**src/hdl/mnps_pkg.sv**
```systemverilog
// Package for the mono note priority stack.
// Holds the request and result types, the action codes and the cell link types.
// No dependencies.
package mnps_pkg;

  localparam int HELD_W = 5;

  typedef logic [6:0] note_t;

  localparam logic REQ_OFF = 1'b0;
  localparam logic REQ_ON  = 1'b1;

  typedef enum logic [1:0] {
    PA_NONE  = 2'd0,
    PA_SNAP  = 2'd1,
    PA_GLIDE = 2'd2
  } pitch_act_t;

  typedef enum logic [1:0] {
    EA_NONE    = 2'd0,
    EA_ATTACK  = 2'd1,
    EA_RELEASE = 2'd2
  } env_act_t;

  typedef struct packed {
    logic  req_type;
    note_t note_number;
  } in_t;

  typedef struct packed {
    pitch_act_t        pitch_action;
    note_t             pitch_note;
    env_act_t          env_action;
    logic              gate_open;
    logic [HELD_W-1:0] held_notes;
    logic              note_dropped;
  } out_t;

  typedef struct packed {
    logic  accept;
    logic  wr_en;
    note_t note;
  } cell_ctl_t;

  typedef struct packed {
    logic  found;
    note_t tap;
  } cell_link_t;

endpackage

```
**src/hdl/mnps_cell.sv**
```systemverilog
// One slot of the note stack: compare, shift down from the neighbor above, or load.
// Depends on mnps_pkg.
module mnps_cell
  import mnps_pkg::*;
#(
  parameter int CW  = 5,
  parameter int IDX = 0
) (
  input  logic            clk,
  input  cell_ctl_t       ctl,
  input  logic [CW-1:0]   cnt,
  input  logic [CW-1:0]   wr_idx,
  input  logic [CW-1:0]   tap_idx,
  input  note_t           above,
  input  cell_link_t      link_in,
  output note_t           slot,
  output cell_link_t      link_out
);

  localparam logic [CW-1:0] IDX_C = CW'(IDX);

  note_t slot_r;
  note_t slot_nxt;
  logic  match;
  logic  shift;

  always_comb begin
    match    = (slot_r == ctl.note) && (IDX_C < cnt);
    shift    = link_in.found | match;
    slot_nxt = slot_r;
    if (ctl.wr_en && (wr_idx == IDX_C)) begin
      slot_nxt = ctl.note;
    end else if (ctl.accept && shift) begin
      slot_nxt = above;
    end
    link_out.found = shift;
    link_out.tap   = link_in.tap | ((tap_idx == IDX_C) ? slot_nxt : '0);
  end

  always_ff @(posedge clk) begin
    slot_r <= slot_nxt;
  end

  assign slot = slot_r;

endmodule

```
**src/hdl/mono_note_priority_stack.sv**
```systemverilog
// Monophonic last-note-priority note stack: top level with control and result register.
// Depends on mnps_pkg and mnps_cell.
//
// Each key request (note on or note off) gives exactly one registered result, shown in the
// cycle after it is taken; a new request is taken every cycle as long as the result side
// keeps up. Held notes live in a row of STACK_DEPTH cells, oldest at the bottom; all
// cells compare the key against their slot at once, and the lowest match plus every
// cell above it shift down by one, so removal, append and the new top are resolved in
// the same cycle. A note-on with no room (full, key not held) is flagged dropped but opens
// the gate. Slots are not cleared at reset; only slots below the held count are used.
module mono_note_priority_stack
  import mnps_pkg::*;
#(
  parameter int STACK_DEPTH = 16
) (
  input  logic clk,
  input  logic rst_n,
  input  logic in_valid,
  output logic in_ready,
  input  in_t  in_data,
  output logic out_valid,
  input  logic out_ready,
  output out_t out_data
);

  localparam int              CW      = $clog2(STACK_DEPTH + 1);
  localparam logic [CW-1:0]   DEPTH_C = CW'(STACK_DEPTH);

  logic [CW-1:0] cnt_r;
  logic [CW-1:0] cnt_nxt;
  logic          gate_r;
  logic          gate_nxt;
  logic          out_valid_r;
  out_t          out_r;
  out_t          res;

  cell_ctl_t     ctl;
  cell_link_t    link  [0:STACK_DEPTH];
  note_t         slots [0:STACK_DEPTH];
  logic          accept;
  logic          is_on;
  logic [CW-1:0] cnt_rem;
  logic [CW-1:0] tap_idx;
  logic          room;
  logic [CW+HELD_W-1:0] held_ext;

  assign in_ready = !out_valid_r || out_ready;
  assign accept   = in_valid && in_ready;
  assign is_on    = (in_data.req_type == REQ_ON);

  assign link[0]            = '0;
  assign slots[STACK_DEPTH] = '0;

  assign cnt_rem = cnt_r - CW'(link[STACK_DEPTH].found);
  assign room    = cnt_rem < DEPTH_C;
  assign tap_idx = cnt_rem - CW'(1);

  assign ctl.accept = accept;
  assign ctl.wr_en  = accept && is_on && room;
  assign ctl.note   = in_data.note_number;

  for (genvar i = 0; i < STACK_DEPTH; i++) begin : g_cell
    mnps_cell #(
      .CW  (CW),
      .IDX (i)
    ) u_cell (
      .clk      (clk),
      .ctl      (ctl),
      .cnt      (cnt_r),
      .wr_idx   (cnt_rem),
      .tap_idx  (tap_idx),
      .above    (slots[i+1]),
      .link_in  (link[i]),
      .slot     (slots[i]),
      .link_out (link[i+1])
    );
  end

  always_comb begin
    res          = '0;
    cnt_nxt      = cnt_rem;
    gate_nxt     = gate_r;
    if (is_on) begin
      gate_nxt         = 1'b1;
      cnt_nxt          = room ? (cnt_rem + CW'(1)) : cnt_rem;
      res.pitch_note   = in_data.note_number;
      res.pitch_action = gate_r ? PA_GLIDE : PA_SNAP;
      res.env_action   = gate_r ? EA_NONE : EA_ATTACK;
      res.note_dropped = !room;
    end else if (cnt_rem == '0) begin
      gate_nxt         = 1'b0;
      res.env_action   = EA_RELEASE;
    end else begin
      res.pitch_action = PA_GLIDE;
      res.pitch_note   = link[STACK_DEPTH].tap;
    end
    held_ext       = {{HELD_W{1'b0}}, cnt_nxt};
    res.gate_open  = gate_nxt;
    res.held_notes = held_ext[HELD_W-1:0];
  end

  always_ff @(posedge clk) begin
    if (!rst_n) begin
      cnt_r       <= '0;
      gate_r      <= 1'b0;
      out_valid_r <= 1'b0;
    end else begin
      if (accept) begin
        cnt_r  <= cnt_nxt;
        gate_r <= gate_nxt;
      end
      if (accept) begin
        out_valid_r <= 1'b1;
      end else if (out_ready) begin
        out_valid_r <= 1'b0;
      end
    end
  end

  always_ff @(posedge clk) begin
    if (accept) begin
      out_r <= res;
    end
  end

  assign out_valid = out_valid_r;
  assign out_data  = out_r;

  a_gate_tracks_count: assert property (@(posedge clk) disable iff (!rst_n)
    gate_r == (cnt_r != '0))
    else $error("gate flag disagrees with held count");

  a_count_bounded: assert property (@(posedge clk) disable iff (!rst_n)
    cnt_r <= DEPTH_C)
    else $error("held count above stack depth");

  a_drop_when_full: assert property (@(posedge clk) disable iff (!rst_n)
    out_valid_r && out_r.note_dropped |-> cnt_r == DEPTH_C)
    else $error("note dropped while stack not full");

  a_idle_pitch_zero: assert property (@(posedge clk) disable iff (!rst_n)
    out_valid_r && (out_r.pitch_action == PA_NONE) |-> out_r.pitch_note == '0)
    else $error("pitch note set without pitch action");

  a_on_opens_gate: assert property (@(posedge clk) disable iff (!rst_n)
    accept && is_on |=> gate_r)
    else $error("note on did not open the gate");

endmodule

```
**config.mk**
```make
export PLATFORM = sky130hd
export DESIGN_NAME = mono_note_priority_stack
export DESIGN_NICKNAME = d
export VERILOG_FILES = /design/src/hdl/mnps_pkg.sv /design/src/hdl/mnps_cell.sv /design/src/hdl/mono_note_priority_stack.sv
export SDC_FILE = /design/constraint.sdc
export NUM_CORES = 1
export LEC_CHECK = 0
export ABC_CLOCK_PERIOD_IN_PS = 9450
export BUFFER_PORTS_ARGS = -buffer_cell sky130_fd_sc_hd__buf_2
export CELL_PAD_IN_SITES_DETAIL_PLACEMENT = 1
export CELL_PAD_IN_SITES_GLOBAL_PLACEMENT = 2
export CORE_AREA = 2 2 177 179
export DETAILED_ROUTE_END_ITERATION = 10
export DIE_AREA = 0 0 179 181
export PLACE_DENSITY = 0.6
export SYNTH_ARGS = -nofsm -noshare
export SYNTH_HDL_FRONTEND = slang
export SYNTH_SLANG_ARGS = --single-unit
```
**constraint.sdc**
```tcl
create_clock -name clk -period 9.45 [get_ports clk]
set_input_delay 0.4725 -clock clk [delete_from_list [all_inputs] [get_ports clk]]
set_output_delay 0.4725 -clock clk [all_outputs]
set_load 0.005 [all_outputs]
```
Word level (Yosys, flattened, before mapping). Cells that the tools add are included.

Register bits after elaboration: 137. Bits of input ports: 12. Output and inout port bits: 20. Logic and storage cells: 237.

Add/sub/neg operators: 3. Magnitude comparators: 17. Equality and inequality tests: 46. Multiplexer cells: 59. Bitwise gates (word level): 30. Reductions and logical operators: 57.

Operator list (count): 2-to-1 mux 7 bit (48); equality test 7 bit (16); OR 7 bit (15); equality test 5 x 4 -> 1 bit (second input constant) (16); logical AND 1 bit (51); equality test 5 x 3 -> 1 bit (second input constant) (8); less-than comparator 4 x 5 -> 1 bit (first input constant) (8); equality test 5 x 2 -> 1 bit (second input constant) (4); less-than comparator 3 x 5 -> 1 bit (first input constant) (4); OR 1 bit (15); 2-to-1 mux 11 bit (1); equality test 5 x 1 -> 1 bit (second input constant) (2); logical NOT 5 bit (2); less-than comparator 1 x 5 -> 1 bit (first input constant) (2); less-than comparator 2 x 5 -> 1 bit (first input constant) (2); 2-to-1 mux 5 bit (2); 2-to-1 mux 9 bit (1); adder 5 x 1 -> 5 bit (second input constant) (1); less-than comparator 5 bit (second input constant) (1); 2-to-1 mux 1 bit (5); subtractor 5 x 1 -> 5 bit (1); subtractor 5 x 1 -> 5 bit (second input constant) (1); 2-to-1 mux 2 bit (2); logical NOT 1 bit (2); other kinds (2) (2).

Logic depth before layout (Yosys ltp). Gate-level depths: netlist of run 1.

Depth after elaboration: 40. Gate-level depth with buffers: 24. Depth with buffers taken out: 19.

Modules after synthesis. A second synthesis of run 1 with hierarchy kept.

Cell total of the unflattened synthesis: 1609. Area, all modules: 12462.0 um2.

By module, submodules not included: mono_note_priority_stack (times used 1, cells each 118, area each 1280.0 um2, seq. area each 650.6 um2); mnps_cell (g_cell[2].u_cell) (times used 1, cells each 110, area each 843.3 um2, seq. area each 140.1 um2); mnps_cell (g_cell[4].u_cell) (times used 1, cells each 114, area each 830.8 um2, seq. area each 140.1 um2); mnps_cell (g_cell[6].u_cell) (times used 1, cells each 114, area each 817.0 um2, seq. area each 140.1 um2); mnps_cell (g_cell[12].u_cell) (times used 1, cells each 114, area each 802.0 um2, seq. area each 140.1 um2); mnps_cell (g_cell[9].u_cell) (times used 1, cells each 118, area each 798.3 um2, seq. area each 140.1 um2); mnps_cell (g_cell[8].u_cell) (times used 1, cells each 112, area each 790.8 um2, seq. area each 140.1 um2); mnps_cell (g_cell[14].u_cell) (times used 1, cells each 101, area each 788.3 um2, seq. area each 140.1 um2); mnps_cell (g_cell[13].u_cell) (times used 1, cells each 101, area each 787.0 um2, seq. area each 140.1 um2); mnps_cell (g_cell[0].u_cell) (times used 1, cells each 107, area each 765.7 um2, seq. area each 140.1 um2); mnps_cell (g_cell[10].u_cell) (times used 1, cells each 98, area each 695.7 um2, seq. area each 140.1 um2); mnps_cell (g_cell[11].u_cell) (times used 1, cells each 69, area each 564.3 um2, seq. area each 140.1 um2); mnps_cell (g_cell[1].u_cell) (times used 1, cells each 69, area each 555.5 um2, seq. area each 140.1 um2); mnps_cell (g_cell[5].u_cell) (times used 1, cells each 69, area each 554.3 um2, seq. area each 140.1 um2); 3 more rows.

Worst setup path before layout of run 1. Ideal clock, no wire load.

Path type: in2reg. From: input port in_data[3] in the netlist's numbering. To: register out_r, in the netlist out_data[11] (data pin). Library setup time: 0.261 ns. Arrival time: 4.755 ns. Data required time: 9.189 ns. Path slack: 4.434 ns. Cell stages on the path: 23. Buffers on the path: 4. Cell sequence: buf_4 > buf_4 > xnor2_1 > nand4_1 > nor3_1 > nor4_4 > and4_1 > buf_4 > nand2_1 > ha_1 > ha_1 > ha_1 > inv_1 > o311ai_0 > a211o_1 > nand2_1 > buf_2 > nand2_1 > o311ai_1 > o21a_1 > a211oi_1 > nand4_1 > a221o_1.

RTL lines: start, declared (line mono_note_priority_stack.sv:20) `input in_t in_data,`; end signal, assigned (line mono_note_priority_stack.sv:122) `out_r <= res;`; end, declared (line mono_note_priority_stack.sv:34) `out_t out_r;`.

==> flow_metrics.py, run 1 <==
metrics = {
    "global_route": {
        "grt_usage": 0.237,
        "grt_pass1_wl_um": 56000,
        "antenna_found_initial": 1,
        "overflow": 0,
        "grt_pass1_vias": 8247,
        "grt_start_max_net_pins": 46,
    },
    "clocking": {
        "ctsHtreeMaxLevel": 4,
        "cts_tree": "yes",
        "cts_buffer_depth": 2,
        "cts_buffers": 17,
        "post_cts.repair.setup_buffers": 0,
        "cts_root_buffer": "clkbuf_16",
        "cts_hold_buffers": 0,
        "path_clk_slew_ns": 0.06,
        "cts_resized": 0,
        "clk_latency_ns": 0.45,
        "clock_sinks": 136,
    },
    "logic_synthesis": {
        "synthArstFlopShare": 0,
        "synth-seq-area-share": 0.321,
        "synth.net_count": 1090,
        "yosysTopAreaCell": "dfxtp_1",
        "synth_edf_count": 17,
        "synth_top_area_frac": 0.264,
        "netlist_top_cells_count": "nor2_1 (152), dfxtp_1 (119), a21oi_1 (100), mux2i_1 (90), xnor2_1 (63)",
        "ys_seq_elements": 136,
        "synthTopCellsByArea": "dfxtp_1 (26%), mux2i_1 (10%), nor2_1 (6.3%), xnor2_1 (6.1%), edfxtp_1 (5.7%)",
        "ys_warn_count": 0,
        "ys.flop_type": "dfxtp_1",
        "syn_area_mm2": 0.00901,
        "synthCells": 1070,
        "synthMostInstantiatedCell": "nor2_1",
        "syn_avg_cell_area_um2": 8.42,
        "synth.distinct_cells": 79,
    },
    "setup_path": {
        "start_kind": "input port",
        "cp_slowest_cell": "nor4_1",
        "crit_fanout": 26,
        "cp.required_ns": 9.63,
        "cp_common_cell": "ha_1",
        "path_class": "in2reg",
        "cp-end-kind": "flop",
        "rrSetupSlack_ns": 2.35,
        "cp_data_arrival_time_ns": 7.29,
        "crit_chain": "buf_2 -> buf_4 -> xor2_1 -> a21oi_1 -> and3_1 -> nor4_4 -> and4_1 -> nand2_1 -> ha_1 -> ha_1 -> ha_1 -> inv_1 -> o311ai_0 -> a211o_1 -> nand2_1 -> nand3_1 -> a211oi_1 -> a221oi_1 -> o221ai_1 -> nor4_1 -> o211ai_1",
        "critPathMaxStageDelay_ns": 0.62,
    },
    "timing": {
        "worst_slew_pin_slew_ns": 1.03,
        "fin_tns_setup_ns": 0,
        "hold_viol": 0,
        "setup_viol": 0,
        "fin_crit_sh": 0.752,
        "slew_viol_final": 0,
        "worst_slack_ns": 2.34,
        "clock-skew-final_ns": 0.0102,
        "holdWs_ns": 0.286,
        "max-slew-margin-rel": 0.313,
        "grt_setup_unrepaired": "no",
        "fmaxAchievable_ghz": 0.141,
        "fin_crit_ns": 7.11,
    },
    "drt": {
        "drc": 0,
        "vias": 8146,
        "first_iter_violations": 558,
        "firstDrtPassIters": 5,
        "wl_um": 37600,
        "viasPerCell": 5.54,
        "antenna_left": 0,
        "drt-wirelength-per-cell_um": 25.6,
    },
    "status": {
        "outcome": "complete, no violations",
    },
    "final_layout": {
        "layout.cells.non_filler": 1471,
        "final_area_mm2": 0.00996,
        "areaGrowthSynthToFinish_pct": 10.5,
        "final_nets": 1082,
        "num_antenna_cells": 0,
        "drive_gt1_frac": 0.103,
        "fin_util": 0.328,
    },
    "job": {
        "cap_violations": 0,
    },
    "floorplan": {
        "core_mm2": 0.0303,
        "die_x_um": 179,
        "die_h_um": 181,
        "fp.dieArea_mm2": 0.0324,
        "start_util": 0.297,
        "num_io_pins": 32,
        "rows": 64,
    },
    "power_and_ir_drop": {
        "power_mw": 2.41,
        "p_leak_nw": 3.80,
        "powerDensity_mw_per_mm2": 242,
        "irDropWorstVdd_mv": 0.133,
    },
    "place": {
        "io_buffers": 31,
        "post_dp_cell_area_mm2": 0.00937,
        "place_inst": 1439,
        "dp_hpwl_um": 28500,
        "place_ws_ns": 1.97,
        "place_congestion": 0.879,
    },
    "min_path": {
        "min_path_type": "in2reg",
    },
}
## layout by cell type, fill, tap and decap left out, types with 4 or more instances in the layout
master     netlist  routed
o21ai_0         15      15
and2_1           6       6
o22ai_1         18      18
nand3_1         40      40
nor3_1          11      11
dfxtp_1        119     119
ha_1             8       8
xor2_1          58      58
nand4_1         24      24
a21oi_1        100     100
mux2i_1         90      90
inv_1           19      18
nor2b_1          9       9
nand2_1         55      55
nor4_1          15      15
o21a_1          10      10
o221ai_1        12      12
a31oi_1          8       8
buf_4           13      15
a221oi_1         4       4
a21boi_0         4       4
buf_2           13      31
xnor2_1         63      63
nand2b_1         6       6
clkbuf_16        0      18
o22a_1           5       5
a211o_1          8       8
nor2_1         152     152
or2_2            5       5
and4_1           5       5
edfxtp_1        17      17
o2111ai_1        7       7
a211oi_1        11      11
and3_1          10      10
mux2_2           8       8
o211ai_1         8       8
## metal layers
layer  up-vias  GRT usage  wire (µm)
met5         -          0          0
li1       3867          -          -
met2       168      0.387      18000
met1      4063      0.313      17100
met3        48     0.0423       1430
met4         0     0.0800       1020
## path summary, 6_finish.rpt
check | startpoint | to | cells past startpoint
max | in_data[4] | out_data[10] | 21
max reg2reg | cnt_r[3] | out_data[10] | 20
min | in_valid | out_valid | 3
min reg2reg | gate_r | gate_r | 2
## cell families after synthesis
family / synth area share
flip-flops: 0.321
multiplexers: 0.111
AO/OA/AOI/OAI: 0.196
adder cells (fa/ha/maj): 0.0111
buffers and inverters: 0.0522
XOR/XNOR: 0.120
AND/OR/NAND/NOR: 0.188
## area by class of cell
class,count,area (µm²)
Clock buffer,19,464
Timing Repair Buffer,46,268
Multi-Input combinational cell,842,5650
Tap cell,396,495
Sequential cell,136,2890
Inverter,19,71.3
Fill cell,3597,20400
Clock inverter,13,118
## where the power goes
group | internal, mW | switching [mW]
Combinational | 0.302 | 0.503
Sequential | 0.758 | 0.179
Clock | 0.385 | 0.287
Total | 1.45 | 0.968
## sequential cells by signal, indices dropped and copies added (netlist names)
name and flops:
g_cell.u_cell.slot 112, out_data 17, gate_r 1, cnt_r 5
out_valid 1
## worst max-delay path: cells and delay by family
family | cells | cell delay [ns]
buf+inv | 3 | 1.11
fa+ha+maj | 3 | 0.98
simple gates | 7 | 2.87
xor+xnor | 1 | 0.16
compound gates | 7 | 1.61
Note: power is estimated with default switching activity, not from simulation.
==> run 2, diff against run 1 <==
- ABC_AREA: not set -> 1
- ABC_CLOCK_PERIOD_IN_PS: 9450 -> 6500
- CORE_AREA: 2 2 177 179 -> 2 2 181 183
- DIE_AREA: 0 0 179 181 -> 0 0 183 185
- PLACE_DENSITY: 0.6 -> 0.7
- clock period: 9.45 -> 6.5 ns (I/O delays scaled with it)
==> run 2 against run 1 <==
Net effect:
- via count increased by 22%
- combinational power rose to 2.5 times the previous value
- first-iteration DRC count is 11% lower
- largest power group is now combinational logic
- sequential power is 64% higher
- sequential share of layout area is 2.5 points lower
- core utilization is 1.2 points higher
- critical path depth grew 13
- power is 88% higher
- area after synthesis grew 5.0%
- die area up 4.5%
- clock power increased by 43%
- flip-flop and latch count did not move
==> flow_metrics.py, run 2 <==
metrics = {
    "timing": {
        "max-slew-margin-rel": 0.431,
        "fin_crit_sh": 0.924,
        "fmaxAchievable_ghz": 0.167,
        "setup_viol": 0,
        "clock-skew-final_ns": 0.0131,
        "fin_tns_setup_ns": 0,
        "grt_setup_unrepaired": "no",
        "fin_crit_ns": 6.01,
        "hold_viol": 0,
        "slew_viol_final": 0,
        "worst_slew_pin_slew_ns": 0.851,
    },
    "clocking": {
        "ctsHtreeMaxLevel": 4,
        "post_cts.repair.setup_buffers": 0,
        "cts_buffer_depth": 2,
        "cts_buffers": 17,
        "clock_sinks": 136,
        "clk_latency_ns": 0.45,
        "cts_tree": "yes",
        "cts_root_buffer": "clkbuf_16",
        "path_clk_slew_ns": 0.06,
    },
    "final_layout": {
        "n_fill_cell": 4179,
        "final_common_cell": "nand2_1",
        "areaGrowthSynthToFinish_pct": 15.3,
        "final_cell_mix": "nand2_1 (479), nand3_1 (261), inv_1 (173)",
        "fin_util": 0.340,
        "drive_gt1_frac": 0.105,
        "num_antenna_cells": 0,
        "multi_input_area_mm2": 0.00567,
        "largest_reg_flops": 112,
        "final-seq-area_mm2": 0.00289,
        "final_nets": 1595,
    },
    "power_and_ir_drop": {
        "powerDensity_mw_per_mm2": 417,
        "p_leak_nw": 5.33,
        "irDropWorstVdd_mv": 0.207,
    },
    "drt": {
        "firstDrtPassIters": 5,
        "drt-wirelength-per-cell_um": 20.1,
        "antenna_left": 0,
        "first_iter_violations": 499,
        "viasPerCell": 4.98,
        "vias": 9939,
        "drc": 0,
        "wl_um": 40000,
    },
    "place": {
        "dp_hpwl_um": 31400,
        "io_buffers": 31,
        "place_congestion": 0.852,
    },
    "global_route": {
        "grt_start_max_net_pins": 60,
        "grt_usage": 0.246,
        "grt_pass1_vias": 10488,
        "antenna_found_initial": 0,
        "overflow": 0,
        "grt_pass1_wl_um": 62600,
    },
    "logic_synthesis": {
        "synthArstFlopShare": 0,
        "syn_avg_cell_area_um2": 6.25,
        "synth.net_count": 1533,
        "netlist_top_cells_count": "nand2_1 (479), nand3_1 (261), inv_1 (173), nor2_1 (141), dfxtp_1 (119)",
        "synth.distinct_cells": 48,
        "ys.flop_type": "dfxtp_1",
        "synthCells": 1513,
        "ys_warn_count": 0,
        "yosysTopAreaCell": "dfxtp_1",
        "syn_area_mm2": 0.00946,
        "synth-seq-area-share": 0.306,
        "synth_top_area_frac": 0.252,
        "synthTopCellsByArea": "dfxtp_1 (25%), nand2_1 (19%), nand3_1 (14%), inv_1 (6.9%), nor2_1 (5.6%)",
        "synthMostInstantiatedCell": "nand2_1",
        "synth_edf_count": 17,
        "ys_seq_elements": 136,
    },
    "setup_path": {
        "critPathMaxStageDelay_ns": 0.48,
        "cp_data_arrival_time_ns": 6.21,
        "path_buf_inv": 4,
        "crit_fanout": 10,
        "path_class": "reg2reg",
        "cp_common_cell": "nor2_1",
        "start_kind": "flop",
        "cp_slowest_cell": "o21ai_0",
        "crit_family": "simple AND/OR/NAND/NOR gates",
        "cp-end-kind": "flop",
        "cp.required_ns": 6.71,
    },
    "min_path": {
        "min_path_type": "in2reg",
    },
    "floorplan": {
        "die_x_um": 183,
        "start_util": 0.295,
        "rows": 66,
        "num_io_pins": 32,
        "die_h_um": 185,
        "core_mm2": 0.0320,
        "fp.dieArea_mm2": 0.0339,
    },
    "job": {
        "cap_violations": 0,
    },
    "status": {
        "outcome": "complete, no violations",
    },
}
-- run 2: cell type report --
cell class / instances / area share
clock buffers: 18 / 0.0394
clock inverters: 14 / 0.0116
inverters: 183 / 0.0632
multi-input cells: 1150 / 0.520
flip-flops and latches: 136 / 0.265
well taps: 408 / 0.0468
repair buffers: 87 / 0.0539
-- run 2: metal layers --
metal,track usage,vias to the layer above,wire length (µm)
met5,0,-,0
met4,0.0653,0,765
met3,0.0393,34,931
met1,0.314,4837,18700
li1,-,4970,-
met2,0.433,98,19600
-- run 2: cells by family after synthesis --
logic type / share of synthesized area
XOR/XNOR: 0.0599
adder cells (fa/ha/maj): 0.0106
AO/OA/AOI/OAI: 0.0598
buffers and inverters: 0.0949
AND/OR/NAND/NOR: 0.469
flip-flops: 0.306
-- run 2: power by group --
| group | internal, mW | total (mW) | switching, mW |
|---|---|---|---|
| Clock | 0.527 | 0.964 | 0.437 |
| Sequential | 1.22 | 1.54 | 0.317 |
| Combinational | 0.726 | 2.04 | 1.31 |
| Total | 2.48 | 4.54 | 2.07 |
-- run 2: timing repair --
action / CTS / global route
hold buffers: 0 / 0
endpoints found under the setup margin: 0 / 1
resized for setup: 0 / 1
-- run 2: worst paths after layout --
| path | startpoint | to | cells after the start | slack [ns] |
|---|---|---|---|---|
| setup reg to reg | cnt_r[3] | out_data[10] | 34 | 0.49 |
| hold / removal | in_data[5] | g_cell[0].u_cell.slot[5] | 2 | 0.20 |
| setup / recovery | cnt_r[3] | out_data[10] | 34 | 0.49 |
| hold reg to reg | gate_r | gate_r | 2 | 0.48 |
-- run 2: metrics by stage --
| step | setup slack, ns | area (µm²) | hold slack [ns] | instances | power, mW |
|---|---|---|---|---|---|
| after floorplan | 1.73 | 9460 | 0.445 | 1513 | 2.86 |
| after global placement | 0.341 | 10300 | 0.468 | 1964 | 3.58 |
| after detailed placement | 0.273 | 10300 | 0.473 | 1964 | 3.61 |
| after CTS | 0.414 | 10900 | 0.178 | 1996 | 4.59 |
| after global routing | 0.0222 | 10900 | 0.197 | 1996 | 4.93 |
| final | 0.495 | 10900 | 0.198 | 1996 | 4.54 |
==> run 3, diff against run 2 <==
- ABC_CLOCK_PERIOD_IN_PS: 6500 -> 6600
- PLACE_DENSITY: 0.7 -> 0.67
- SKIP_LAST_GASP: not set -> 1
- clock period: 6.5 -> 6.6 ns (I/O delays scaled with it)
==> run 3 against run 2 <==
Net effect:
- maximum frequency down 0.73%
- hold slack worse by 0.0064 ns
- setup slack better by 0.056 ns
- sequential share of layout area down 0.32 points
- global-route usage up 1.4 points
- largest power group unchanged
- cell area up 1.2%
- first-iteration DRC count up 5.0%
==> flow_metrics.py, run 3 (same netlist as run 2, synthesis figures left out) <==
metrics = {
    "floorplan": {
        "die_h_um": 185,
        "fp.dieArea_mm2": 0.0339,
        "num_io_pins": 32,
        "die_x_um": 183,
        "start_util": 0.295,
        "rows": 66,
        "core_mm2": 0.0320,
    },
    "drt": {
        "antenna_left": 0,
        "wl_um": 42400,
        "firstDrtPassIters": 5,
        "vias": 10082,
        "viasPerCell": 5.04,
        "first_iter_violations": 524,
        "drc": 0,
        "drt-wirelength-per-cell_um": 21.2,
    },
    "timing": {
        "slew_viol_final": 0,
        "worst_slew_pin_slew_ns": 0.822,
        "fin_tns_setup_ns": 0,
        "max-slew-margin-rel": 0.450,
        "setup_viol": 0,
        "fin_crit_ns": 6.05,
        "clock-skew-final_ns": 0.0165,
        "hold_viol": 0,
        "fin_crit_sh": 0.917,
        "grt_setup_unrepaired": "no",
        "fmaxAchievable_ghz": 0.165,
    },
    "place": {
        "place_congestion": 0.874,
        "post_dp_cell_area_mm2": 0.0104,
        "dp_hpwl_um": 33000,
        "io_buffers": 31,
    },
    "clocking": {
        "cts_hold_buffers": 0,
        "path_clk_slew_ns": 0.07,
        "cts_root_buffer": "clkbuf_16",
        "cts_tree": "yes",
        "cts_buffer_depth": 2,
        "cts_buffers": 17,
        "clock_sinks": 136,
        "clk_latency_ns": 0.46,
        "ctsHtreeMaxLevel": 4,
    },
    "power_and_ir_drop": {
        "p_leak_nw": 5.41,
        "irDropWorstVdd_mv": 0.215,
        "powerDensity_mw_per_mm2": 421,
    },
    "global_route": {
        "antenna_found_initial": 0,
        "grt_start_max_net_pins": 47,
        "grt_usage": 0.260,
        "overflow": 0,
        "grt_pass1_vias": 10614,
        "grt_pass1_wl_um": 65400,
    },
    "setup_path": {
        "path_buf_inv": 3,
        "cp_data_arrival_time_ns": 6.26,
        "start_kind": "flop",
        "cp_slowest_cell": "dfxtp_1",
        "crit_fanout": 7,
        "crit_family": "simple AND/OR/NAND/NOR gates",
        "critPathMaxStageDelay_ns": 0.43,
        "path_class": "reg2reg",
        "cp_common_cell": "nor2_1",
        "cp-end-kind": "flop",
        "cp.required_ns": 6.81,
    },
    "final_layout": {
        "final_area_mm2": 0.0110,
        "final_cell_mix": "nand2_1 (479), nand3_1 (261), inv_1 (173)",
        "final_common_cell": "nand2_1",
        "largest_reg_flops": 112,
        "num_antenna_cells": 0,
        "areaGrowthSynthToFinish_pct": 16.7,
        "n_fill_cell": 4186,
        "drive_gt1_frac": 0.107,
        "final_nets": 1598,
    },
    "min_path": {
        "min_path_type": "in2reg",
    },
    "status": {
        "outcome": "complete, no violations",
    },
    "job": {
        "cap_violations": 0,
    },
}
-- run 3: cell count changes in the layout (fill, tap and decap cells not counted), moves of 2 or more --
cell	previous run	this run
buf_12	1	3
clkinv_4	2	5
clkinvlp_4	6	1
bufinv_16	1	3
-- run 3: power breakdown --
group	leakage (nW)	switching [mW]	internal, mW
sequential	1.16	0.344	1.20
combinational	3.95	1.31	0.724
clock	0.300	0.438	0.622
-- run 3: worst paths after layout --
path                   from           end  slack (ns)  cells past startpoint
hold reg to reg      gate_r        gate_r        0.48                      2
setup / recovery   cnt_r[2]  out_data[11]        0.55                     36
setup reg to reg   cnt_r[2]  out_data[11]        0.55                     36
hold / removal    out_ready     out_valid        0.19                      4
-- run 3: metrics by stage --
stage / worst slack, ns / hold WS (ns) / power (mW) / std cells / utilization
after floorplan: 1.82 / 0.445 / 2.82 / 1513 / -
after global placement: 0.380 / 0.468 / 3.57 / 1965 / 0.324
after detailed placement: 0.243 / 0.472 / 3.59 / 1965 / 0.324
after CTS: 0.401 / 0.182 / 4.66 / 1997 / 0.343
after global routing: 0.0452 / 0.221 / 5.02 / 1999 / 0.344
final: 0.550 / 0.192 / 4.64 / 1999 / 0.344
-- run 3: what timing repair did --
action                                  CTS  global route
resized for setup                         0             4
setup buffers                             0             2
endpoints found under the setup margin    0             5
-- run 3: per-layer routing --
layer | vias to the layer above | global-route usage | wire length, µm
li1 | 4975 | - | -
met5 | - | 0 | 0
met1 | 4930 | 0.333 | 19900
met4 | 0 | 0.0710 | 931
met3 | 42 | 0.0350 | 976
met2 | 135 | 0.458 | 20700
-- run 3: final cells by class --
cell class                      instances  area, µm²  share of cell area
Clock buffer                           20        458              0.0415
Clock inverter                         12        164              0.0149
Inverter                              183        689              0.0625
Multi-Input combinational cell       1150       5690               0.515
Sequential cell                       136       2890               0.262
Tap cell                              408        510              0.0463
Timing Repair Buffer                   90        636              0.0576
-- run 3: worst register-to-register path, delay by kind of cell (launching register included) --
| family | cells | cell delay [ns] |
|---|---|---|
| xor+xnor | 1 | 0.27 |
| fa+ha+maj | 2 | 0.49 |
| buf+inv | 3 | 0.36 |
| flops | 1 | 0.43 |
| simple gates | 30 | 4.27 |
